===== src/rtl/core/json_string_unescape_macros.svh =====
// assertion macros for the json string unescaper
`ifndef JSON_STRING_UNESCAPE_MACROS_SVH
`define JSON_STRING_UNESCAPE_MACROS_SVH

// same-cycle implication, checked after reset
`define JSU_ASSERT_NOW(lbl, ante, cons) \
  lbl: assert property (@(posedge clk) disable iff (!rst_n) (ante) |-> (cons)) \
    else $error("json_string_unescape: assertion failed");

// next-cycle implication, checked after reset
`define JSU_ASSERT_NEXT(lbl, ante, cons) \
  lbl: assert property (@(posedge clk) disable iff (!rst_n) (ante) |=> (cons)) \
    else $error("json_string_unescape: assertion failed");

`endif


===== src/rtl/core/jsu_pkg.sv =====
// types, codes and helper functions for the json string unescaper
package jsu_pkg;

  typedef enum logic [2:0] {
    M_NORMAL = 3'd0,
    M_ESCAPE = 3'd1,
    M_HEX    = 3'd2,
    M_LOW    = 3'd3,
    M_COPY   = 3'd4,
    M_WAIT   = 3'd5
  } mode_t;

  // result kinds
  localparam logic [1:0] KIND_DATA  = 2'd0;
  localparam logic [1:0] KIND_CLOSE = 2'd1;
  localparam logic [1:0] KIND_ERROR = 2'd2;

  // error codes
  localparam logic [2:0] ERR_EARLY_END = 3'd0;
  localparam logic [2:0] ERR_MB_ESC    = 3'd1;
  localparam logic [2:0] ERR_UNK_ESC   = 3'd2;
  localparam logic [2:0] ERR_BAD_HEX   = 3'd3;
  localparam logic [2:0] ERR_NO_LOW    = 3'd4;
  localparam logic [2:0] ERR_BAD_LOW   = 3'd5;

  // characters
  localparam logic [7:0] CH_QUOTE  = 8'h22;
  localparam logic [7:0] CH_BSLASH = 8'h5C;
  localparam logic [7:0] CH_SLASH  = 8'h2F;
  localparam logic [7:0] CH_B      = 8'h62;
  localparam logic [7:0] CH_F      = 8'h66;
  localparam logic [7:0] CH_N      = 8'h6E;
  localparam logic [7:0] CH_R      = 8'h72;
  localparam logic [7:0] CH_T      = 8'h74;
  localparam logic [7:0] CH_U      = 8'h75;

  localparam logic [15:0] CP_HIGH_LO = 16'hD800;
  localparam logic [15:0] CP_HIGH_HI = 16'hDBFF;
  localparam logic [15:0] CP_LOW_LO  = 16'hDC00;
  localparam logic [15:0] CP_LOW_HI  = 16'hDFFF;
  localparam logic [10:0] PLANE_ONE  = 11'h040;

  typedef struct packed {
    logic       ok;
    logic [3:0] val;
  } hexdig_t;

  typedef struct packed {
    logic [3:0][7:0] bytes;
    logic [2:0]      cnt;
  } enc_t;

  function automatic hexdig_t hex_digit(input logic [7:0] b);
    hexdig_t h;
    h = '0;
    if (b >= 8'h30 && b <= 8'h39) begin
      h.ok  = 1'b1;
      h.val = 4'(b - 8'h30);
    end else if (b >= 8'h61 && b <= 8'h66) begin
      h.ok  = 1'b1;
      h.val = 4'(b - 8'h57);
    end else if (b >= 8'h41 && b <= 8'h46) begin
      h.ok  = 1'b1;
      h.val = 4'(b - 8'h37);
    end
    return h;
  endfunction

  // length of a utf-8 sequence from its lead byte
  function automatic logic [2:0] seq_size(input logic [7:0] b);
    logic [2:0] n;
    if (b[7:3] == 5'b11110) n = 3'd4;
    else if (b[7:4] == 4'b1110) n = 3'd3;
    else if (b[7:5] == 3'b110) n = 3'd2;
    else n = 3'd1;
    return n;
  endfunction

  function automatic enc_t utf8_encode(input logic [20:0] cp);
    enc_t e;
    e = '0;
    if (cp[20:7] == '0) begin
      e.cnt      = 3'd1;
      e.bytes[0] = cp[7:0];
    end else if (cp[20:11] == '0) begin
      e.cnt      = 3'd2;
      e.bytes[0] = {3'b110, cp[10:6]};
      e.bytes[1] = {2'b10, cp[5:0]};
    end else if (cp[20:16] == '0) begin
      e.cnt      = 3'd3;
      e.bytes[0] = {4'b1110, cp[15:12]};
      e.bytes[1] = {2'b10, cp[11:6]};
      e.bytes[2] = {2'b10, cp[5:0]};
    end else begin
      e.cnt      = 3'd4;
      e.bytes[0] = {5'b11110, cp[20:18]};
      e.bytes[1] = {2'b10, cp[17:12]};
      e.bytes[2] = {2'b10, cp[11:6]};
      e.bytes[3] = {2'b10, cp[5:0]};
    end
    return e;
  endfunction

endpackage


===== src/rtl/core/json_string_unescape.sv =====
// json string body unescaper: raw body bytes in, unescaped utf-8 bytes and events out
//
//  channel | dir | tdata                        | tuser   | tlast
//  in_     | in  | [7:0] in_byte                | -       | buffer_end
//  out_    | out | [7:0] out_byte, [10:8] error | [1:0] kind | last result of request
//
// one input request is taken per cycle while out_tready is high, when it yields at most one result
// a request that yields more than one byte (a \u code point) holds in_tready low
//   while the 4-entry result register drains, one a cycle when out_tready is high
// a new request is taken in the same cycle the last buffered result leaves
// synchronous active-low reset returns the decoder to body mode, buffer empty
// stalls on out_ back up through in_tready only; nothing is dropped
module json_string_unescape (
  input  logic        clk,
  input  logic        rst_n,
  input  logic        in_tvalid,
  output logic        in_tready,
  input  logic [7:0]  in_tdata,   // [7:0] in_byte
  input  logic        in_tlast,   // buffer_end
  output logic        out_tvalid,
  input  logic        out_tready,
  output logic [15:0] out_tdata,  // [7:0] out_byte, [10:8] error_code, rest zero
  output logic [1:0]  out_tuser,  // [1:0] kind
  output logic        out_tlast   // last
);

`include "json_string_unescape_macros.svh"

  // decoder state
  jsu_pkg::mode_t mode_r, mode_nxt;
  logic [2:0]  pend_r, pend_nxt;
  logic [15:0] hex_r, hex_nxt;
  logic [9:0]  hisur_r, hisur_nxt;

  // result register: up to four bytes or one event
  logic [2:0]      cnt_r, cnt_nxt;
  logic [3:0][7:0] dat_r, dat_nxt;
  logic [1:0]      kind_r, kind_nxt;
  logic [2:0]      err_r, err_nxt;

  logic            in_fire, out_fire;
  logic [7:0]      b;
  jsu_pkg::hexdig_t hv;
  logic [15:0]     hex_new;
  logic [3:0]      kh;      // digit count in hex mode, including this byte
  logic [2:0]      ssz;
  logic [20:0]     enc_cp;
  jsu_pkg::enc_t   enc;

  // what this request produces
  logic [1:0]      ev;      // KIND_DATA means no event
  logic [2:0]      ev_err;
  logic [3:0][7:0] d;
  logic [2:0]      nd;
  logic [2:0]      rem;
  logic [2:0]      rem_code;
  logic            do_defer;

  assign in_fire  = in_tvalid & in_tready;
  assign out_fire = out_tvalid & out_tready;

  assign b       = in_tdata;
  assign hv      = jsu_pkg::hex_digit(b);
  assign hex_new = {hex_r[11:0], hv.val};
  assign kh      = {1'b0, pend_r} + 4'd1;
  assign ssz     = jsu_pkg::seq_size(b);

  // low surrogate path builds 0x10000 + ((high - 0xd800) << 10) + (low - 0xdc00)
  assign enc_cp = (mode_r == jsu_pkg::M_LOW)
                ? {11'(hisur_r) + jsu_pkg::PLANE_ONE, hex_new[9:0]}
                : {5'd0, hex_new};
  assign enc    = jsu_pkg::utf8_encode(enc_cp);

  // decode step
  always_comb begin
    mode_nxt  = mode_r;
    pend_nxt  = pend_r;
    hex_nxt   = hex_r;
    hisur_nxt = hisur_r;
    ev        = jsu_pkg::KIND_DATA;
    ev_err    = jsu_pkg::ERR_EARLY_END;
    d         = '0;
    nd        = 3'd0;
    do_defer  = 1'b0;
    rem       = 3'd0;
    rem_code  = jsu_pkg::ERR_EARLY_END;

    unique case (mode_r)
      jsu_pkg::M_ESCAPE: begin
        mode_nxt = jsu_pkg::M_NORMAL;
        if (ssz > 3'd1) begin
          do_defer = 1'b1;
          rem      = ssz - 3'd1;
          rem_code = jsu_pkg::ERR_MB_ESC;
        end else begin
          unique case (b)
            jsu_pkg::CH_QUOTE, jsu_pkg::CH_BSLASH, jsu_pkg::CH_SLASH: begin
              d[0] = b;
              nd   = 3'd1;
            end
            jsu_pkg::CH_B: begin d[0] = 8'h08; nd = 3'd1; end
            jsu_pkg::CH_F: begin d[0] = 8'h0C; nd = 3'd1; end
            jsu_pkg::CH_N: begin d[0] = 8'h0A; nd = 3'd1; end
            jsu_pkg::CH_R: begin d[0] = 8'h0D; nd = 3'd1; end
            jsu_pkg::CH_T: begin d[0] = 8'h09; nd = 3'd1; end
            jsu_pkg::CH_U: begin
              mode_nxt = jsu_pkg::M_HEX;
              pend_nxt = 3'd0;
              hex_nxt  = '0;
            end
            default: begin
              ev     = jsu_pkg::KIND_ERROR;
              ev_err = jsu_pkg::ERR_UNK_ESC;
            end
          endcase
        end
      end
      jsu_pkg::M_HEX: begin
        if (!hv.ok) begin
          do_defer = 1'b1;
          rem      = 3'(4'd4 - kh);
          rem_code = jsu_pkg::ERR_BAD_HEX;
        end else begin
          hex_nxt  = hex_new;
          pend_nxt = kh[2:0];
          if (kh >= 4'd4) begin
            if (hex_new < jsu_pkg::CP_HIGH_LO || hex_new > jsu_pkg::CP_LOW_HI) begin
              d        = enc.bytes;
              nd       = enc.cnt;
              mode_nxt = jsu_pkg::M_NORMAL;
            end else if (hex_new <= jsu_pkg::CP_HIGH_HI) begin
              hisur_nxt = hex_new[9:0];
              mode_nxt  = jsu_pkg::M_LOW;
              pend_nxt  = 3'd0;
              hex_nxt   = '0;
            end else begin
              ev     = jsu_pkg::KIND_ERROR;
              ev_err = jsu_pkg::ERR_BAD_HEX;
            end
          end
        end
      end
      jsu_pkg::M_LOW: begin
        // expects backslash, u, then four hex digits
        if (pend_r < 3'd2) begin
          if (b != ((pend_r == 3'd0) ? jsu_pkg::CH_BSLASH : jsu_pkg::CH_U)) begin
            do_defer = 1'b1;
            rem      = 3'd5 - pend_r;
            rem_code = jsu_pkg::ERR_NO_LOW;
          end
        end else if (!hv.ok) begin
          do_defer = 1'b1;
          rem      = 3'd5 - pend_r;
          rem_code = jsu_pkg::ERR_BAD_LOW;
        end else begin
          hex_nxt = hex_new;
        end
        if (!do_defer) begin
          pend_nxt = pend_r + 3'd1;
          if (pend_r >= 3'd5) begin
            if (hex_new < jsu_pkg::CP_LOW_LO || hex_new > jsu_pkg::CP_LOW_HI) begin
              ev     = jsu_pkg::KIND_ERROR;
              ev_err = jsu_pkg::ERR_BAD_LOW;
            end else begin
              d        = enc.bytes;
              nd       = enc.cnt;
              mode_nxt = jsu_pkg::M_NORMAL;
            end
          end
        end
      end
      jsu_pkg::M_COPY: begin
        d[0] = b;
        nd   = 3'd1;
        if (pend_r <= 3'd1) begin
          pend_nxt = 3'd0;
          mode_nxt = jsu_pkg::M_NORMAL;
        end else begin
          pend_nxt = pend_r - 3'd1;
        end
      end
      jsu_pkg::M_WAIT: begin
        if (pend_r <= 3'd1) begin
          pend_nxt = 3'd0;
          ev       = jsu_pkg::KIND_ERROR;
          ev_err   = hex_r[2:0];
        end else begin
          pend_nxt = pend_r - 3'd1;
        end
      end
      default: begin
        // body mode; unused mode codes act the same
        if (ssz > 3'd1) begin
          d[0]     = b;
          nd       = 3'd1;
          mode_nxt = jsu_pkg::M_COPY;
          pend_nxt = ssz - 3'd1;
        end else if (b == jsu_pkg::CH_QUOTE) begin
          ev = jsu_pkg::KIND_CLOSE;
        end else if (b == jsu_pkg::CH_BSLASH) begin
          mode_nxt = jsu_pkg::M_ESCAPE;
        end else begin
          d[0] = b;
          nd   = 3'd1;
        end
      end
    endcase

    // error found before the escape's bytes are all in: report now or hold
    if (do_defer) begin
      d  = '0;
      nd = 3'd0;
      if (rem == 3'd0) begin
        ev     = jsu_pkg::KIND_ERROR;
        ev_err = rem_code;
      end else begin
        mode_nxt = jsu_pkg::M_WAIT;
        pend_nxt = rem;
        hex_nxt  = 16'(rem_code);
      end
    end

    // window ran out mid-string
    if (ev == jsu_pkg::KIND_DATA && in_tlast) begin
      ev     = jsu_pkg::KIND_ERROR;
      ev_err = jsu_pkg::ERR_EARLY_END;
    end

    // close or error starts a fresh string
    if (ev != jsu_pkg::KIND_DATA) begin
      mode_nxt  = jsu_pkg::M_NORMAL;
      pend_nxt  = 3'd0;
      hex_nxt   = '0;
      hisur_nxt = '0;
    end
  end

  // result register load and drain
  always_comb begin
    cnt_nxt  = cnt_r;
    dat_nxt  = dat_r;
    kind_nxt = kind_r;
    err_nxt  = err_r;
    if (in_fire) begin
      if (ev != jsu_pkg::KIND_DATA) begin
        cnt_nxt  = 3'd1;
        dat_nxt  = '0;
        kind_nxt = ev;
        err_nxt  = (ev == jsu_pkg::KIND_ERROR) ? ev_err : jsu_pkg::ERR_EARLY_END;
      end else begin
        cnt_nxt  = nd;
        dat_nxt  = d;
        kind_nxt = jsu_pkg::KIND_DATA;
        err_nxt  = jsu_pkg::ERR_EARLY_END;
      end
    end else if (out_fire) begin
      cnt_nxt = cnt_r - 3'd1;
      dat_nxt = dat_r >> 8;
    end
  end

  always_ff @(posedge clk) begin
    if (!rst_n) begin
      mode_r  <= jsu_pkg::M_NORMAL;
      pend_r  <= 3'd0;
      hex_r   <= '0;
      hisur_r <= '0;
      cnt_r   <= 3'd0;
    end else begin
      if (in_fire) begin
        mode_r  <= mode_nxt;
        pend_r  <= pend_nxt;
        hex_r   <= hex_nxt;
        hisur_r <= hisur_nxt;
      end
      cnt_r <= cnt_nxt;
    end
  end

  always_ff @(posedge clk) begin
    dat_r  <= dat_nxt;
    kind_r <= kind_nxt;
    err_r  <= err_nxt;
  end

  // take a new request when the buffer is empty or its last result leaves now
  assign in_tready  = (cnt_r == 3'd0) || (cnt_r == 3'd1 && out_tready);
  assign out_tvalid = (cnt_r != 3'd0);
  assign out_tdata  = {5'd0, err_r, dat_r[0]};
  assign out_tuser  = kind_r;
  assign out_tlast  = (cnt_r == 3'd1);

  // close and error results stand alone
  `JSU_ASSERT_NOW(a_event_single, out_tvalid && out_tuser != jsu_pkg::KIND_DATA, out_tlast)
  // result register never holds more than four entries
  `JSU_ASSERT_NOW(a_cnt_range, 1'b1, cnt_r <= 3'd4)
  // end of window always returns the decoder to body mode
  `JSU_ASSERT_NEXT(a_end_resets, in_fire && in_tlast, mode_r == jsu_pkg::M_NORMAL && pend_r == 3'd0)
  // a held error always still waits on at least one byte
  `JSU_ASSERT_NOW(a_wait_pending, mode_r == jsu_pkg::M_WAIT, pend_r != 3'd0)

endmodule


===== config.mk =====
export PLATFORM = sky130hd
export DESIGN_NAME = json_string_unescape
export DESIGN_NICKNAME = d
export VERILOG_FILES = /design/src/rtl/core/jsu_pkg.sv /design/src/rtl/core/json_string_unescape.sv
export VERILOG_INCLUDE_DIRS = /design/src /design/src/rtl/core
export SDC_FILE = /design/constraint.sdc
export NUM_CORES = 1
export LEC_CHECK = 0
export BUFFER_PORTS_ARGS = -buffer_cell sky130_fd_sc_hd__buf_2
export CAP_MARGIN = 20
export CELL_PAD_IN_SITES_DETAIL_PLACEMENT = 1
export CELL_PAD_IN_SITES_GLOBAL_PLACEMENT = 2
export CORE_ASPECT_RATIO = 1.2
export CORE_MARGIN = 2
export CORE_UTILIZATION = 35
export CTS_CLUSTER_DIAMETER = 30
export DETAILED_ROUTE_END_ITERATION = 10
export GPL_ROUTABILITY_DRIVEN = 0
export PLACE_DENSITY = 0.85
export SLEW_MARGIN = 20
export SYNTH_ARGS = -nofsm -noshare
export SYNTH_HDL_FRONTEND = slang
export SYNTH_SLANG_ARGS = --single-unit

===== constraint.sdc =====
create_clock -name clk -period 6 [get_ports clk]
set_clock_uncertainty 0.05 [all_clocks]
set_input_delay 0.3 -clock clk [delete_from_list [all_inputs] [get_ports clk]]
set_output_delay 0.3 -clock clk [all_outputs]
set_load 0.01 [all_outputs]

==> results of run 1 <==
power by group:
group          switching, mW  total [mW]  internal [mW]  leakage [nW]
Clock                  0.191       0.524          0.333         0.140
Combinational          0.204       0.307          0.103          1.24
Sequential            0.0262       0.601          0.575         0.594
Total                  0.422        1.43           1.01          1.97
synthesized netlist by cell type (all sizes together), types with 6 or more instances:
cell / count / area (um^2)
a211oi: 7 / 52.6
a21oi: 24 / 120
a22o: 23 / 201
a22oi: 12 / 90.1
a31oi: 12 / 75.1
and2: 15 / 93.8
and3: 7 / 43.8
buf: 28 / 194
clkbuf: 20 / 75.1
dfxtp: 31 / 621
edfxtp: 34 / 1020
ha: 17 / 213
inv: 18 / 67.6
mux2i: 7 / 70.1
nand2: 68 / 255
nand3: 21 / 110
nor2: 50 / 190
nor2b: 7 / 43.8
nor3: 14 / 97.6
o21ai: 55 / 287
o22ai: 7 / 43.8
xnor2: 6 / 52.6
path summary, 6_finish.rpt:
path	startpoint	slack, ps	cells after the start	to
worst min-delay path	in_tlast	250	3	out_tuser[1]
worst max-delay path	pend_r[0]	2130	10	dat_r[9]
worst max register to register	pend_r[0]	2130	10	dat_r[9]
worst min register to register	hisur_r[0]	440	1	hisur_r[0]
cell type report:
class / count / area, um^2
Timing Repair Buffer: 33 / 178
Tap cell: 171 / 214
Fill cell: 1642 / 8400
Clock buffer: 13 / 250
Multi-Input combinational cell: 462 / 2970
Inverter: 19 / 71.3
Sequential cell: 65 / 1640
Clock inverter: 3 / 42.5
stage by stage:
step,power [mW],hold WS (ps)
2_1_floorplan,0.833,395
3_3_place_gp,0.905,410
3_5_place_dp,0.920,425
4_1_cts,1.44,243
5_1_grt,1.50,260
6_report,1.43,247
cell families (layout without fill, tap and decap cells):
| kind of cell | count (synthesis) | after routing | share of synthesized area, % |
|---|---|---|---|
| AOI/OAI and AO/OA | 195 | 195 | 27.5 |
| xor gates and xnor gates | 7 | 7 | 1.24 |
| adders and majority gates | 17 | 17 | 4.32 |
| buffers and inverters | 67 | 68 | 6.91 |
| DFF | 65 | 65 | 33.3 |
| muxes | 10 | 10 | 2.11 |
| other | 1 | 5 | 0.0761 |
| and+or+nand+nor | 228 | 228 | 24.5 |
layout by cell type, fill, tap and decap left out, types with 5 or more instances in the layout:
| cell | instances |
|---|---|
| nand2_1 | 68 |
| nor2_1 | 49 |
| o21ai_0 | 44 |
| edfxtp_1 | 34 |
| dfxtp_1 | 31 |
| buf_2 | 28 |
| a21oi_1 | 24 |
| a22o_1 | 23 |
| nand3_1 | 20 |
| inv_1 | 18 |
| ha_1 | 17 |
| and2_1 | 15 |
| a31oi_1 | 12 |
| a22oi_1 | 12 |
| nor3_1 | 11 |
| o21ai_1 | 10 |
| clkbuf_16 | 9 |
| nor2b_1 | 7 |
| and3_1 | 7 |
| a211oi_1 | 7 |
| mux2i_1 | 7 |
| o22ai_1 | 7 |
| xnor2_1 | 6 |
| nand2b_1 | 5 |
| nand4b_1 | 5 |
| o21bai_1 | 5 |
| a32oi_1 | 5 |
| conb_1 | 5 |
| buf_4 | 5 |
critical path, stage by stage, from the launching register on:
cell and delay (ps):
dfxtp_1 500, inv_1 180, ha_1 250, nor2b_1 140, mux2i_1 180, o21a_1 260, o22ai_1 570, a21oi_1 320
nor3_4 530, nand3_2 360, o21ai_0 320
registers in the layout, indices dropped and copies added (netlist names):
signal / count
pend_r: 3
dat_r: 21
out_tdata: 8
hex_r: 12
cnt_r: 3
out_tuser: 2
err_r: 3
hisur_r: 10
mode_r: 3
metal layers:
| layer | vias up | share of wire (%) | track usage (%) |
|---|---|---|---|
| met4 | 0 | 3.9 | 10.4 |
| met2 | 152 | 51 | 41.0 |
| met1 | 2340 | 40 | 26.7 |
| met3 | 45 | 4.2 | 3.43 |
| met5 | - | 0 | 0 |
| li1 | 2187 | - | - |
==> metrics.yaml, run 1 <==
worst_setup_path:
  worst-setup-path-type: "reg -> reg"
  cp.arrival_ps: 3970
  worstPathRequired_ps: 6100
  endpoint_kind: "flop"
  startpoint_type: "flop"
  worst-path-max-fanout: 14
sta:
  hold_viol_final: 0
  grt_setup_unrepaired: "no"
  slew_violations: 0
  maxSlewHeadroom_pct: 40.3
  max_freq_mhz: 258
  fin_crit_sh_pct: 64.5
  worst_pin_slew_ps: 886
  worst_slack_ps: 2130
  setup_viol: 0
  finalSetupTns_ps: 0
  period_minus_slack_ps: 3870
global_route:
  grt_pass1_vias: 4746
  grt_pass1_wl_um: 26800
  track_usage_pct: 22.8
  grt_max_degree: 35
  antenna_found_initial: 0
  grt.overflow.total: 0
route:
  dr.pass1.iters: 5
  viasPerCell: 6.17
  avgRoutedWirePerCell_um: 22.3
  num_vias: 4724
  drc_errors: 0
  wirelength_um: 17100
  drt_iter0_drc: 286
  ant_nets: 0
placed_design:
  post-dp-hpwl_um: 12700
  io_buffers: 28
  dpl-instance-area_um2: 5070
  place_inst: 750
  post-place-ws_ps: 2110
die:
  die-area_um2: 15000
  die_x_um: 112
  rows: 47
  die_h_um: 134
  core_region_area_um2: 13800
  ios: 34
  initial_core_util_pct: 35.8
yosys:
  ys_ff_latch: 65
  yosysSeqAreaShare_pct: 33.3
  ys_warn_count: 0
  synth-async-reset-ratio_pct: 0
  synth_top_flop_cell: "edfxtp_1"
  syn-instance-count: 590
  syn_area_um2: 4930
  postSynthAreaPerCell_um2: 8.35
  synth_edf_count: 34
  synth.distinct_cells: 82
final_layout:
  final_cells: 766
  finish.utilization_pct: 39.0
  area_growth_pct: 8.86
  design_area_um2: 5360
  nNetsFinal: 620
  drive_above_1_share_pct: 11.8
  n_antenna_cell: 0
hold_path:
  hold_class: "in -> reg"
cts:
  clk_latency_ps: 330
  clock_path_buffers: 2
  cts_tree: "yes"
  ctsResizeCount: 0
  cts-buffers-inserted: 9
  cts_sinks: 65
  cts_setup_buffers: 0
  hold_buffers: 0
  cts.clk_slew.worst_paths_ps: 60
  htree_levels: 3
  clock-root-buffer: "clkbuf_16"
power_and_ir_drop:
  irDropWorstVdd_v: 0.000169
  power.density_nw_per_um2: 267
  power.leakage_nw: 1.97
run_status:
  outcome: "finished clean"
run:
  drv_cap: 0
(Power assumes the default switching activity.)
==> run 2: changes to the inputs <==
Settings changed: ABC_AREA set to 1, CORE_UTILIZATION 35 to 31, PLACE_DENSITY 0.85 to 0.86.
Clock period 6 ns to 3.2 ns, I/O delays scaled along.
==> run 2 against run 1 <==
Compared with the run above:
- synthesized cell count is 46% higher
- clock-buffer cell count down 4
- register-to-register slack lost 1800 ps
- critical endpoint is now out_tdata[1]
- sequential share of layout area shrank 4.6 points
- critical path type unchanged
- hold slack got worse by 190 ps
- first-iteration DRC count up 100%
- non-clock buffer count is 34 higher
==> metrics.yaml, run 2 <==
yosys:
  synthTopCellsByArea: "edfxtp_1, nand2_1, dfxtp_1, nand3_1, a21oi_1"  # was edfxtp_1, dfxtp_1, nand2_1, o21ai_0, ha_1
  postSynthAreaPerCell_um2: 6.50  # was 8.35 um^2
  yosysSeqAreaShare_pct: 29.3  # was 33.3%
  syn-instance-count: 862  # was 590
  synth_edf_count: 34  # unchanged
  ys_warn_count: 0  # unchanged
  synth.distinct_cells: 46  # was 82
  syn_area_um2: 5600  # was 4930 um^2
  synth_top_flop_cell: "edfxtp_1"  # unchanged
  synth_common_cells: "nand2_1, nand3_1, a21oi_1, inv_1, nor2_1"  # was nand2_1, nor2_1, o21ai_0
  synth-async-reset-ratio_pct: 0  # unchanged
  yosys.area.top_type: "edfxtp_1"  # unchanged
  ys_ff_latch: 65  # unchanged
  synth_most_common_cell: "nand2_1"  # unchanged
  yosysTopAreaCellShare_pct: 18.2  # was 20.7%
sta:
  finalSetupTns_ps: 0  # unchanged
  max_freq_mhz: 348  # was 258 MHz
  worst_slack_ps: 327  # was 2130 ps
  maxSlewHeadroom_pct: 59.5  # was 40.3%
  period_minus_slack_ps: 2870  # was 3870 ps
  grt_setup_unrepaired: "no"  # unchanged
  fin_crit_sh_pct: 89.8  # was 64.5%
  worst_pin_slew_ps: 601  # was 886 ps
  slew_violations: 0  # unchanged
  setup_viol: 0  # unchanged
  hold_viol_final: 0  # unchanged
cts:
  clk_latency_ps: 350  # was 330 ps
  htree_levels: 3  # unchanged
  hold_buffers: 0  # unchanged
  cts_tree: "yes"  # unchanged
  clock_path_buffers: 2  # unchanged
  clock-root-buffer: "clkbuf_16"  # unchanged
  cts_sinks: 65  # unchanged
  cts.clk_slew.worst_paths_ps: 60  # about the same
  ctsResizeCount: 0  # unchanged
  cts_setup_buffers: 0  # unchanged
  cts-buffers-inserted: 9  # unchanged
run_status:
  outcome: "finished clean"  # unchanged
worst_setup_path:
  endpoint_kind: "flop"  # unchanged
  startpoint_type: "flop"  # unchanged
  cp.arrival_ps: 2930  # was 3970 ps
  cp_slowest_stage_delay_ps: 380  # was 570 ps
  cpMostUsedCell: "nand2_1"
  critPathSlowestCell: "nand3_2"  # was o22ai_1
  crit_family: "simple AND/OR/NAND/NOR gates"  # was compound AO/OA/AOI/OAI gates
  crit_chain: "inv_2 -> nand3_2 -> inv_4 -> nand2_1 -> nand2_1 -> nor2_1 -> nand4_2 -> nand2_2 -> inv_1 -> nand2_1 -> o211ai_1 -> nand2_1 -> nand3_1 -> nand2_1 -> nand2_1 -> o21ai_1"  # was inv_1 -> ha_1 -> nor2b_1 -> mux2i_1 -> o21a_1 -> o22ai_1 -> a21oi_1 -> nor3_4 -> nand3_2 -> o21ai_0
  worst-setup-path-type: "reg -> reg"  # unchanged
  cp_num_buf_inv: 3  # was 1
  worstPathRequired_ps: 3250  # was 6100 ps
  worst-path-max-fanout: 18  # was 14
final_layout:
  largest_reg_flops: 21  # unchanged
  area_growth_pct: 13.0  # was 8.86%
  top_register: "dat_r"  # unchanged
  multi_input_area_um2: 3330  # was 2970 um^2
  nFillCells: 2266  # was 1642
  regArea_um2: 1640  # about the same
  mostFrequentLayoutCells: "nand2_1, nand3_1, inv_1, a21oi_1, nor2_1"  # was nand2_1, nor2_1, o21ai_0
  n_antenna_cell: 0  # unchanged
  final_common_cell: "nand2_1"  # unchanged
  finish.utilization_pct: 35.9  # was 39.0%
  design_area_um2: 6330  # was 5360 um^2
  nNetsFinal: 922  # was 620
  reg_top3: "dat_r: 21 flops, hex_r: 12 flops, hisur_r: 10 flops"  # unchanged
  drive_above_1_share_pct: 14.3  # was 11.8%
die:
  rows: 53  # was 47
  die-area_um2: 19200  # was 15000 um^2
  core_region_area_um2: 17600  # was 13800 um^2
  initial_core_util_pct: 31.7  # was 35.8%
  die_h_um: 151  # was 134 um
  die_x_um: 127  # was 112 um
  ios: 34  # unchanged
placed_design:
  dpl-instance-area_um2: 6050  # was 5070 um^2
  post-dp-hpwl_um: 16400  # was 12700 um
  io_buffers: 28  # unchanged
  post-place-ws_ps: 289  # was 2110 ps
global_route:
  grt_pass1_vias: 6086  # was 4746
  track_usage_pct: 23.0  # was 22.8%
  grt.overflow.total: 0  # unchanged
  antenna_found_initial: 0  # unchanged
  grt_pass1_wl_um: 34100  # was 26800 um
  grt_max_degree: 35  # unchanged
route:
  num_vias: 6114  # was 4724
  drc_errors: 0  # unchanged
  ant_nets: 0  # unchanged
  viasPerCell: 5.47  # was 6.17
  dr.pass1.iters: 5  # unchanged
  avgRoutedWirePerCell_um: 19.0  # was 22.3 um
  drt_iter0_drc: 571  # was 286
  wirelength_um: 21200  # was 17100 um
power_and_ir_drop:
  power.leakage_nw: 2.61  # was 1.97 nW
  p_total_mw: 3.22  # was 1.43 mW
  irDropWorstVdd_v: 0.000335  # was 0.000169 V
  power.density_nw_per_um2: 509  # was 267 nW/um^2
run:
  drv_cap: 0  # unchanged
hold_path:
  hold_class: "in -> reg"  # unchanged
[run 2: cell count changes after synthesis, sizes merged, moves of 10 or more]
cell   delta
inv      +73
nor3     +18
nand3    +81
nand2   +150
a22oi    -10
a21oi    +52
a22o     -23
nor2     +15
o21ai    +16
and2     -15
nand4    +17
[run 2: final cells by class]
cell class | count | share of cell area (%)
clock buffers | 9 | 3.56
flip-flops and latches | 65 | 26.0
well taps | 220 | 4.35
repair buffers | 67 | 7.04
multi-input cells | 654 | 52.7
inverters | 95 | 5.68
clock inverters | 7 | 0.732
[run 2: metal layers]
layer / vias up / share of wire (%) / track usage, %
li1: 2969 / - / -
met1: 2927 / 44 / 28.8
met2: 181 / 49 / 39.6
met3: 37 / 4.0 / 3.64
met4: 0 / 3.0 / 9.18
met5: - / 0 / 0
[run 2: path summary, 6_finish.rpt]
check	start	to	slack (ps)	cells past startpoint
setup / recovery	mode_r[2]	out_tdata[1]	330	16
hold / removal	rst_n	cnt_r[1]	60	3
setup reg to reg	mode_r[2]	out_tdata[1]	330	16
hold reg to reg	hisur_r[5]	hisur_r[5]	420	2
[run 2: cell families (layout without fill, tap and decap cells)]
group / count (synthesis) / in the layout / synth area share (%)
adders and majority gates: 17 / 17 / 3.80
and+or+nand+nor: 440 / 440 / 35.8
AOI/OAI and AO/OA: 185 / 185 / 18.4
buffers and inverters: 147 / 178 / 11.6
DFF: 65 / 65 / 29.3
xor gates and xnor gates: 7 / 7 / 1.09
other: 1 / 5 / 0.0670
[run 2: metrics by stage]
| step | hold WS, ps | cells |
|---|---|---|
| after floorplan | 248 | 866 |
| after global placement | 398 | 1101 |
| after detailed placement | 409 | 1101 |
| after CTS | 46.3 | 1117 |
| after global routing | 52.7 | 1117 |
| final | 57.2 | 1117 |
[run 2: tightest hold or removal path, delay by kind of cell]
kind | cells | cell delay (ps)
compound gates | 2 | 120
buf+inv | 1 | 130
[run 2: where the power goes]
group / total (mW) / internal (mW) / switching (mW) / leakage, nW
logic: 1.01 / 0.307 / 0.700 / 1.89
registers: 1.27 / 1.20 / 0.0727 / 0.590
clock network: 0.942 / 0.523 / 0.419 / 0.129
total: 3.22 / 2.03 / 1.19 / 2.61
==> run 3: changes to the inputs <==
Settings changed: BUFFER_PORTS_ARGS -buffer_cell sky130_fd_sc_hd__buf_2 to -buffer_cell sky130_fd_sc_hd__buf_4, CORE_UTILIZATION 31 to 34, PLACE_DENSITY 0.86 to 0.89.
Clock period 3.2 ns to 2.98 ns, I/O delays scaled along.
==> run 3 against run 2 <==
Compared with the run above:
- sequential share of layout area fell by 0.82 points
- sequential power grew 7%
- first-iteration DRC count is 21% lower
- worst setup slack got worse by 100 ps
- total power rose by 15%
- via count is 1.2% higher
- critical path type unchanged
- largest cell class unchanged
==> metrics.yaml, run 3 (synthesized netlist as in run 2, its figures left out) <==
run_status:
  outcome: "finished clean"  # unchanged
final_layout:
  top_register: "dat_r"  # unchanged
  n_antenna_cell: 0  # unchanged
  mostFrequentLayoutCells: "nand2_1, nand3_1, buf_4"  # was nand2_1, nand3_1, inv_1, a21oi_1, nor2_1
  final_common_cell: "nand2_1"  # unchanged
  nNetsFinal: 934  # was 922
  reg_top3: "dat_r: 21 flops, hex_r: 12 flops, hisur_r: 10 flops"  # unchanged
  largest_reg_flops: 21  # unchanged
  drive_above_1_share_pct: 15.4  # was 14.3%
  area_growth_pct: 16.5  # was 13.0%
  finish.utilization_pct: 40.3  # was 35.9%
power_and_ir_drop:
  irDropWorstVdd_v: 0.000270  # was 0.000335 V
  switchingPower_mw: 1.30  # was 1.19 mW
  power.density_nw_per_um2: 570  # was 509 nW/um^2
  power.leakage_nw: 2.71  # was 2.61 nW
  netSwitchingFraction_pct: 35.1  # was 37.0%
  clock_power_share_pct: 32.1  # was 29.2%
  seqPwrFrac_pct: 36.7  # was 39.5%
  p_comb_share_pct: 31.2  # was 31.3%
  p_int_mw: 2.41  # was 2.03 mW
cts:
  htree_levels: 3  # unchanged
  cts_sinks: 65  # unchanged
  cts.clk_slew.worst_paths_ps: 70  # was 60 ps
  clk_latency_ps: 360  # was 350 ps
  ctsResizeCount: 0  # unchanged
  clock_path_buffers: 2  # unchanged
  cts_setup_buffers: 0  # unchanged
  cts_tree: "yes"  # unchanged
  clock-root-buffer: "clkbuf_16"  # unchanged
  hold_buffers: 0  # unchanged
  cts-buffers-inserted: 9  # unchanged
sta:
  max_freq_mhz: 363  # was 348 MHz
  maxSlewHeadroom_pct: 42.0  # was 59.5%
  finalSetupTns_ps: 0  # unchanged
  slew_violations: 0  # unchanged
  fin_crit_sh_pct: 92.5  # was 89.8%
  setup_viol: 0  # unchanged
  worst_pin_slew_ps: 870  # was 601 ps
  grt_setup_unrepaired: "no"  # unchanged
  holdWs_ps: 29.3  # was 57.2 ps
  period_minus_slack_ps: 2760  # was 2870 ps
  hold_viol_final: 0  # unchanged
worst_setup_path:
  worstPathRequired_ps: 3210  # was 3250 ps
  cp.arrival_ps: 2990  # was 2930 ps
  crit_path_end: "hisur_r[3]"  # was out_tdata[1]
  endpoint_kind: "flop"  # unchanged
  worst-path-max-fanout: 31  # was 18
  reg2reg_to: "hisur_r[3]"  # was out_tdata[1]
  timing.rr.start: "hex_r[9]"  # was mode_r[2]
  r2r_cells: 14  # was 16
  worst-setup-path-type: "reg -> reg"  # unchanged
  regToRegSetupSlack_ps: 220  # was 330 ps
  cp-startpoint: "hex_r[9]"  # was mode_r[2]
  startpoint_type: "flop"  # unchanged
global_route:
  antenna_found_initial: 0  # unchanged
  grt_pass1_wl_um: 33800  # was 34100 um
  grt_pass1_vias: 6105  # was 6086
  grt.overflow.total: 0  # unchanged
  grt_max_degree: 32  # was 35
  track_usage_pct: 25.2  # was 23.0%
die:
  die_x_um: 121  # was 127 um
  die_h_um: 145  # was 151 um
  die-area_um2: 17500  # was 19200 um^2
  rows: 51  # was 53
  core_region_area_um2: 16200  # was 17600 um^2
  ios: 34  # unchanged
  initial_core_util_pct: 34.5  # was 31.7%
route:
  viasPerCell: 5.52  # was 5.47
  dr.pass1.iters: 5  # unchanged
  ant_nets: 0  # unchanged
  num_vias: 6189  # was 6114
  drt_iter0_drc: 453  # was 571
  avgRoutedWirePerCell_um: 19.2  # was 19.0 um
  drc_errors: 0  # unchanged
  wirelength_um: 21600  # was 21200 um
hold_path:
  hold_class: "in -> reg"  # unchanged
run:
  drv_cap: 0  # unchanged
placed_design:
  post-dp-hpwl_um: 16300  # was 16400 um
  io_buffers: 28  # unchanged
[run 3: changes by cell type in the layout (fill, tap and decap cells not counted), sizes merged]
cell	before	now
buf	67	79
inv	92	91
clkinvlp	2	1
bufinv	0	2
[run 3: how the worst min path moves through the flow]
stage	to	start	slack, ps	cells past startpoint
finish	cnt_r[1]	rst_n	30	3
global route	cnt_r[1]	rst_n	40	3
CTS	cnt_r[1]	rst_n	20	3
detailed placement	cnt_r[0]	rst_n	400	3
global placement	hisur_r[0]	hisur_r[0]	400	2
floorplan	cnt_r[0]	rst_n	240	2
[run 3: per-layer routing]
metal,GRT usage [%],up-vias,routed length (um)
li1,-,2986,-
met1,31.8,3006,9620
met2,43.8,157,10500
met3,3.35,40,770
met4,9.20,0,637
met5,0,-,0
[run 3: layout make-up]
class,count,area [um^2]
clock buffers,9,225
clock inverters,7,95.1
fillers,2146,9680
inverters,95,359
multi-input cells,654,3340
flip-flops and latches,65,1640
well taps,212,265
repair buffers,79,593
[run 3: through the flow]
step	worst slack [ps]	cells	cell area, um^2	power, mW
floorplan	264	866	5610	2.15
global placement	171	1105	6190	2.52
detailed placement	65.3	1105	6190	2.55
CTS	153	1121	6510	3.75
global route	3.08	1121	6520	3.91
finish	222	1121	6520	3.72
[run 3: worst max-delay path, cell delays in order (launching register included)]
cell	delay, ps
dfxtp_1	390
inv_1	110
nand4_1	90
nor2_1	70
nand2_1	110
buf_4	240
inv_1	130
nand4_1	130
nand2_1	120
o21ai_4	210
nand4_4	190
nor2_4	140
buf_4	380
nand3_1	150
a21oi_1	160
[run 3: power groups by stage]
stage	registers, mW	clock network (mW)	logic (mW)
after floorplan	1.38	0	0.763
after detailed placement	1.38	0	1.17
after global routing	1.39	1.24	1.28
after CTS	1.37	1.21	1.17
after global placement	1.38	0	1.15
final	1.36	1.19	1.16
